[config.mk]
export PLATFORM = sky130hd
export DESIGN_NAME = spc_div_pipe
export DESIGN_NICKNAME = d
export VERILOG_FILES = /design/src/spc_pkg.sv /design/src/spc_div_pipe.sv
export SDC_FILE = /design/constraint.sdc
export NUM_CORES = 2
export LEC_CHECK = 0
export BUFFER_PORTS_ARGS = -buffer_cell sky130_fd_sc_hd__buf_4
export CAP_MARGIN = 20
export CORE_AREA = 3 3 574 576
export CTS_CLUSTER_DIAMETER = 80
export CTS_CLUSTER_SIZE = 14
export DETAILED_ROUTE_END_ITERATION = 6
export DIE_AREA = 0 0 577 579
export PLACE_DENSITY = 0.73
export SYNTH_ARGS = -nofsm -noshare
export SYNTH_HDL_FRONTEND = slang
export SYNTH_SLANG_ARGS = --single-unit
[constraint.sdc]
create_clock -name aclk -period 27.9 [get_ports aclk]
set_clock_uncertainty 0.15 [all_clocks]
set_input_delay 4.185 -clock aclk [delete_from_list [all_inputs] [get_ports aclk]]
set_output_delay 4.185 -clock aclk [all_outputs]
set_load 0.01 [all_outputs]
[src/spc_pkg.sv]
// spc_pkg: widths, payload types and register codes for the segment plane clipper
// used by spc_div_pipe and segment_plane_clipper; no dependencies
`timescale 1ns / 1ps

package spc_pkg;

    localparam int CoordWidth    = 24;
    localparam int NormalWidth   = 16;
    localparam int NormalFrac    = 14;
    localparam int OffsetWidth   = 24;
    localparam int CfgDataWidth  = 24;
    localparam int CfgIndexWidth = 3;
    localparam int FracWidth     = 16;

    // wide enough for |d| of either endpoint and for the sum of two magnitudes
    localparam int ProdWidth = CoordWidth + NormalWidth;
    localparam int DistWidth = ((ProdWidth + 1 > OffsetWidth + NormalFrac) ?
                                (ProdWidth + 1) : (OffsetWidth + NormalFrac)) + 2;

    localparam int LerpWidth = CoordWidth + FracWidth + 2;

    localparam logic [CfgIndexWidth-1:0] RegNormalX     = CfgIndexWidth'(0);
    localparam logic [CfgIndexWidth-1:0] RegNormalY     = CfgIndexWidth'(1);
    localparam logic [CfgIndexWidth-1:0] RegNormalZ     = CfgIndexWidth'(2);
    localparam logic [CfgIndexWidth-1:0] RegPlaneOffset = CfgIndexWidth'(3);

    typedef logic signed [CoordWidth-1:0] coord_t;
    typedef logic signed [DistWidth-1:0]  dist_t;
    typedef logic [DistWidth-1:0]         mag_t;
    typedef logic [FracWidth-1:0]         frac_t;

    typedef struct packed {
        coord_t start_x;
        coord_t start_y;
        coord_t start_z;
        coord_t end_x;
        coord_t end_y;
        coord_t end_z;
    } seg_t;

    typedef struct packed {
        logic clip;
        logic keep;
        logic start_pos;
    } clip_ctl_t;

endpackage

[src/spc_div_pipe.sv]
// spc_div_pipe: pipelined restoring divider, one quotient bit per stage
// forms floor(a1 * 2^16 / (a1 + a2)) and carries the segment alongside; uses spc_pkg
`timescale 1ns / 1ps

module spc_div_pipe (
    input  logic                  aclk,
    input  logic                  aresetn,
    input  logic                  in_valid,
    output logic                  in_ready,
    input  spc_pkg::mag_t         in_rem,
    input  spc_pkg::mag_t         in_div,
    input  spc_pkg::seg_t         in_seg,
    input  spc_pkg::clip_ctl_t    in_ctl,
    output logic                  out_valid,
    input  logic                  out_ready,
    output spc_pkg::frac_t        out_quo,
    output spc_pkg::seg_t         out_seg,
    output spc_pkg::clip_ctl_t    out_ctl
);

    localparam int Steps = spc_pkg::FracWidth;

    logic [Steps-1:0]     valid_reg;
    logic [Steps:0]       ld;
    spc_pkg::mag_t        rem_reg [Steps];
    spc_pkg::mag_t        div_reg [Steps];
    spc_pkg::frac_t       quo_reg [Steps];
    spc_pkg::seg_t        seg_reg [Steps];
    spc_pkg::clip_ctl_t   ctl_reg [Steps];

    assign ld[Steps] = out_ready;

    for (genvar k = 0; k < Steps; k++) begin : g_step
        logic                        v_in;
        spc_pkg::mag_t               rem_in;
        spc_pkg::mag_t               div_in;
        spc_pkg::frac_t              quo_in;
        spc_pkg::seg_t               seg_in;
        spc_pkg::clip_ctl_t          ctl_in;
        logic [spc_pkg::DistWidth:0] shifted;
        logic [spc_pkg::DistWidth:0] diff;
        logic                        fits;

        if (k == 0) begin : g_first
            assign v_in   = in_valid;
            assign rem_in = in_rem;
            assign div_in = in_div;
            assign quo_in = '0;
            assign seg_in = in_seg;
            assign ctl_in = in_ctl;
        end else begin : g_rest
            assign v_in   = valid_reg[k-1];
            assign rem_in = rem_reg[k-1];
            assign div_in = div_reg[k-1];
            assign quo_in = quo_reg[k-1];
            assign seg_in = seg_reg[k-1];
            assign ctl_in = ctl_reg[k-1];
        end

        assign shifted = {rem_in, 1'b0};
        assign diff    = shifted - {1'b0, div_in};
        assign fits    = (shifted >= {1'b0, div_in});
        assign ld[k]   = !valid_reg[k] || ld[k+1];

        always_ff @(posedge aclk) begin
            if (!aresetn) begin
                valid_reg[k] <= 1'b0;
            end else if (ld[k]) begin
                valid_reg[k] <= v_in;
            end
        end

        always_ff @(posedge aclk) begin
            if (ld[k] && v_in) begin
                rem_reg[k] <= fits ? diff[spc_pkg::DistWidth-1:0]
                                   : shifted[spc_pkg::DistWidth-1:0];
                div_reg[k] <= div_in;
                quo_reg[k] <= {quo_in[spc_pkg::FracWidth-2:0], fits};
                seg_reg[k] <= seg_in;
                ctl_reg[k] <= ctl_in;
            end
        end
    end

    assign in_ready  = ld[0];
    assign out_valid = valid_reg[Steps-1];
    assign out_quo   = quo_reg[Steps-1];
    assign out_seg   = seg_reg[Steps-1];
    assign out_ctl   = ctl_reg[Steps-1];

    a_rem_below_div: assert property (@(posedge aclk) disable iff (!aresetn)
        out_valid && out_ctl.clip |-> rem_reg[Steps-1] < div_reg[Steps-1])
        else $error("divider remainder not below divisor");

    a_first_stage_fill: assert property (@(posedge aclk) disable iff (!aresetn)
        in_valid && in_ready |=> valid_reg[0])
        else $error("accepted beat missing from first divider stage");

    a_reset_empty: assert property (@(posedge aclk)
        !aresetn |=> valid_reg == '0)
        else $error("divider stages not empty after reset");

endmodule

Yosys cells after proc, flatten, opt, wreduce, memory -nomap -nowiden
Memories as Yosys holds them, arrays and structs flattened.
Index checks and enable logic that the tools add are counted.
W data, S select, Z words.
{"block": "word_totals", "n_memories": 5, "word_cells": 149, "latch_bits": 0, "ram_bits": 3984, "input_bits": 237, "ff_bits": 16, "rom_bits": 0}
{"block": "op_classes", "muxes": 48, "reduce_logical": 48, "order_cmp": 16, "n_shift": 0, "div": 0, "bitwise": 0, "addsub": 16, "multipliers": 0, "n_eq_ne": 0}
{"name": "seg_reg", "depth": 16, "word_bits": 144, "rd": 16, "rd_ports_with_merged_regs": 0, "wr": 16, "line_no": "spc_div_pipe.sv:28", "rtl": "spc_pkg::seg_t seg_reg [Steps];"}
{"name": "div_reg", "depth": 16, "word_bits": 43, "rd": 15, "rd_ports_with_merged_regs": 0, "wr": 16, "line_no": "spc_div_pipe.sv:26", "rtl": "spc_pkg::mag_t div_reg [Steps];"}
{"name": "rem_reg", "depth": 16, "word_bits": 43, "rd": 15, "rd_ports_with_merged_regs": 0, "wr": 16, "line_no": "spc_div_pipe.sv:25", "rtl": "spc_pkg::mag_t rem_reg [Steps];"}
{"name": "quo_reg", "depth": 16, "word_bits": 16, "rd": 16, "rd_ports_with_merged_regs": 0, "wr": 16, "line_no": "spc_div_pipe.sv:27", "rtl": "spc_pkg::frac_t quo_reg [Steps];"}
{"name": "ctl_reg", "depth": 16, "word_bits": 3, "rd": 16, "rd_ports_with_merged_regs": 0, "wr": 16, "line_no": "spc_div_pipe.sv:29", "rtl": "spc_pkg::clip_ctl_t ctl_reg [Steps];"}
{"operator": "$ge A44 B43 Y1", "count": 16}
{"operator": "$mux W43", "count": 16}
{"operator": "$sub A43 B43 Y43", "count": 16}
{"operator": "$mux W1", "count": 32}
{"operator": "$logic_and A1 B1 Y1", "count": 16}
{"operator": "$logic_not A1 Y1", "count": 16}
{"operator": "$logic_or A1 B1 Y1", "count": 16}

Depth between registers and ports, before layout
{"block": "logic_depth", "word_depth": 20, "ltp_mapped": 16}

Worst setup path after synthesis
Ideal clock, no wire load.
{"block": "synth_timing", "path_type": "in2reg", "from": "in out_ready", "to": "mem ctl_reg[1][12] (netlist name), enable pin", "t_required_ns": 26.520, "stages": 3, "slack_ns": 4.332, "setup_ns": 1.230, "arrival_time_ns": 22.188, "cell_sequence": "nor2b_1 > and3_1 > a21boi_0"}
{"item": "from (decl)", "line_no": "spc_div_pipe.sv:15", "rtl": "input logic out_ready,"}
{"item": "to (decl)", "line_no": "spc_div_pipe.sv:29"}

Final worst setup path
{"block": "layout_timing", "from": "in out_ready", "to": "out in_ready"}
{"block": "layout_via", "elab_chain_cells": 16}
{"item": "$logic_or A1 B1 Y1 (16 in series)", "line_no": "spc_div_pipe.sv:63", "rtl": "assign ld[k] = !valid_reg[k] || ld[k+1];"}
{"item": "to (decl)", "line_no": "spc_div_pipe.sv:9", "rtl": "output logic in_ready,"}
No other way between the ends.

==> results.toml <==
[drt]
via_count = 85400
routedWlPerCell_um = 22.2
avgViaCountPerCell = 5.51
final_antenna_net_count = 0
drc = 4
dr.pass1.iters = 7
detail_route.wirelength_mm = 345
drtIter0Drc = 6159

[clocking]
cts_resized = 0
htreeDepth = 5
holdBufCountCts = 0
cts_tree = "yes"
clockBufferDepth = 4
clock-sinks = 3794
clk_pin_slew_ns = 0.07
numCtsBuffers = 316
root_buffer = "clkbuf_16"
cts_setup_buffers = 0
insertion_delay_ns = 0.92

[power]
ir_drop_mv = 0.0606
switchingPower_mw = 2.22
p_sw_share_pct = 20.6
power.density_mw_per_mm2 = 61.2
leakage_nw = 64.1
power_frac_comb_pct = 4.3
p_seq_share_pct = 58.5
p_int_mw = 8.57
pwr-share-clk_pct = 37.2

[synthesis]
ys_ff_latch = 3794
syn_nets = 11500
postSynthCellCount = 10600
yosysSeqAreaShare_pct = 71.5
yosysUniqueCellTypes = 102
synth_area_per_cell_um2 = 15.1
ys_warn_count = 0
synthFlopType = "edfxtp_1"
synthesis.area_mm2 = 0.159
async_flop_share_pct = 0
synth_edf_count = 3778

[floorplan]
die_width_um = 577
die_area_mm2 = 0.334
io_pins = 402
initial_utilization_pct = 49.1
fp.coreArea_mm2 = 0.324
die_h_um = 579
rows = 209

[min_path]
min_delay_path_depth = 0
min_to = "seg_reg[0][690]$_DFFE_PP_"
hold_path_startpoint = "seg_reg[0][546]$_DFFE_PP_"
hold_class = "reg -> reg"

[finish]
largest_reg_flops = 2304
area_delta_synth_final_pct = 10.7
design_area_mm2 = 0.176
layout.nets = 12000
layout_common_cells = "edfxtp_1 (3,778), inv_1 (850), a21oi_1 (753)"
final_common_cell = "edfxtp_1"
drive_above_1_share_pct = 10.8

[run]
drv_cap = 0

[grt]
grt_pass1_vias = 87200
grt_max_degree = 181
top_usage_layer = "met2"
grt_first_pass_wirelength_mm = 519
grt_usage_pct = 20.2
antenna_found_initial = 6
grt_use_met3_pct = 1.99
grt_util_met1_pct = 24.7
met2_usage_pct = 35.9
gr-total-overflow = 0

[sta]
rsz0062_at_grt = "false"
holdWs_ns = 0.207
period_share_pct = 40.6
min_period_ns = 11.32
slew_violations = 0
hold_viol_final = 0
setup_tns_ns = 0
tightest_slew_ns = 1.18
max_freq_ghz = 0.0884
final-setup-viol-count = 0
slew_headroom_pct = 20.2

[placement]
place_congestion = 0.974
numPortBuffers = 401
placed_area_mm2 = 0.167
post-dp-hpwl_mm = 243

[worst_setup_path]
critPathLaunchType = "input port"
r2r_end = "rem_reg[0][63]$_DFFE_PP_"
cp-startpoint = "out_ready"
crit_path_end_kind = "output pin"
reg2regPathDepth = 11
reg2reg_slack_ns = 22.50
required_ns = 23.57
cp_max_fo = 6
crit_type = "in -> out"
cp.arrival_ns = 6.98
reg2reg_from = "rem_reg[0][35]$_DFFE_PP_"

[status]
violations = "DRC"
status = "finished with violations"
==> stage by stage <==
step / cells / setup slack (ns) / power, mW / utilization, %
after detailed placement: 15100 / 16.66 / 6.89 / 51.6
after CTS: 15500 / 16.56 / 10.9 / 54.3
after floorplan: 10600 / 4.33 / 6.77 / -
final: 15500 / 16.58 / 10.8 / 54.3
after global placement: 15100 / 16.65 / 6.88 / 51.6
after global routing: 15500 / 16.39 / 11.1 / 54.3
==> power groups by stage <==
stage | clock (mW) | sequential (mW) | combinational [mW]
finish | 4.01 | 6.31 | 0.463
floorplan | 0 | 6.44 | 0.332
global placement | 0 | 6.43 | 0.449
CTS | 4.13 | 6.31 | 0.462
global route | 4.32 | 6.31 | 0.512
detailed placement | 0 | 6.43 | 0.457
==> worst max-delay path: stages <==
cell	delay [ns]
buf_4	0.11
nor2b_1	0.56
nand3_1	0.14
nor2_1	0.28
and2_1	0.38
and3_1	0.32
and3_1	0.28
and3_1	0.40
nand2_1	0.16
buf_4	0.17
==> synth_stat cells (18+ instances only) <==
cell type,number,area [µm²]
and4_1,19,166
o21ai_0,420,2100
inv_1,850,3190
or2_2,23,144
nand2_1,508,1910
nor2b_1,106,663
a21o_1,415,3120
edfxtp_1,3778,113000
xnor2_1,346,3030
mux2_4,35,526
a211oi_1,40,300
o211ai_1,36,270
mux2_1,111,1250
o21ai_1,26,130
ha_1,687,8600
and3_1,59,369
a221o_1,18,180
nand2b_1,62,388
a31oi_1,74,463
clkbuf_1,196,736
o21bai_1,94,706
buf_2,47,235
nor2_1,419,1570
nor4_1,26,163
a21oi_1,754,3770
nor3_1,77,385
a21boi_0,30,225
o31ai_1,46,345
mux2_2,225,2530
nand3_1,148,741
and2_1,34,213
mux2i_1,18,180
xor2_1,231,2020
a221oi_1,23,201
o21a_1,101,758
or3_1,25,156
nand4_1,141,882
==> area by class of cell <==
class / instances / area [µm²]
Clock inverter: 46 / 639
Clock buffer: 353 / 8110
Inverter: 851 / 3190
Tap cell: 4325 / 5410
Fill cell: 25300 / 148000
Antenna cell: 8 / 20.0
Sequential cell: 3794 / 114000
Multi-Input combinational cell: 5643 / 41300
Timing Repair Buffer: 484 / 3770
==> worst max path at each step <==
stage                     slack [ns]  cells past startpoint                  endpoint
after global routing           16.39                     10                  in_ready
after global placement         16.65                     10                  in_ready
after detailed placement       16.66                     10                  in_ready
after floorplan                 4.33                      3  ctl_reg[1][12]$_DFFE_PP_
final                          16.58                     10                  in_ready
after CTS                      16.56                     10                  in_ready
==> cell families (layout without fill, tap and decap cells) <==
| kind of cell | Yosys count | count (layout) | synth area share [%] |
|---|---|---|---|
| simple gates | 1702 | 1702 | 5.17 |
| fa+ha+maj | 702 | 702 | 5.59 |
| xor+xnor | 577 | 577 | 3.17 |
| flops | 3794 | 3794 | 71.5 |
| other cells | 0 | 8 | 0 |
| mux | 389 | 389 | 2.82 |
| compound gates | 2273 | 2273 | 9.05 |
| buf+inv | 1117 | 1734 | 2.73 |
==> layer usage <==
| layer | vias up | routed length [µm] |
|---|---|---|
| li1 | 40600 | - |
| met1 | 41800 | 138000 |
| met2 | 2405 | 174000 |
| met3 | 658 | 13900 |
| met4 | 0 | 18500 |
| met5 | - | 0 |
No activity file was read; power rests on OpenSTA's default activity.
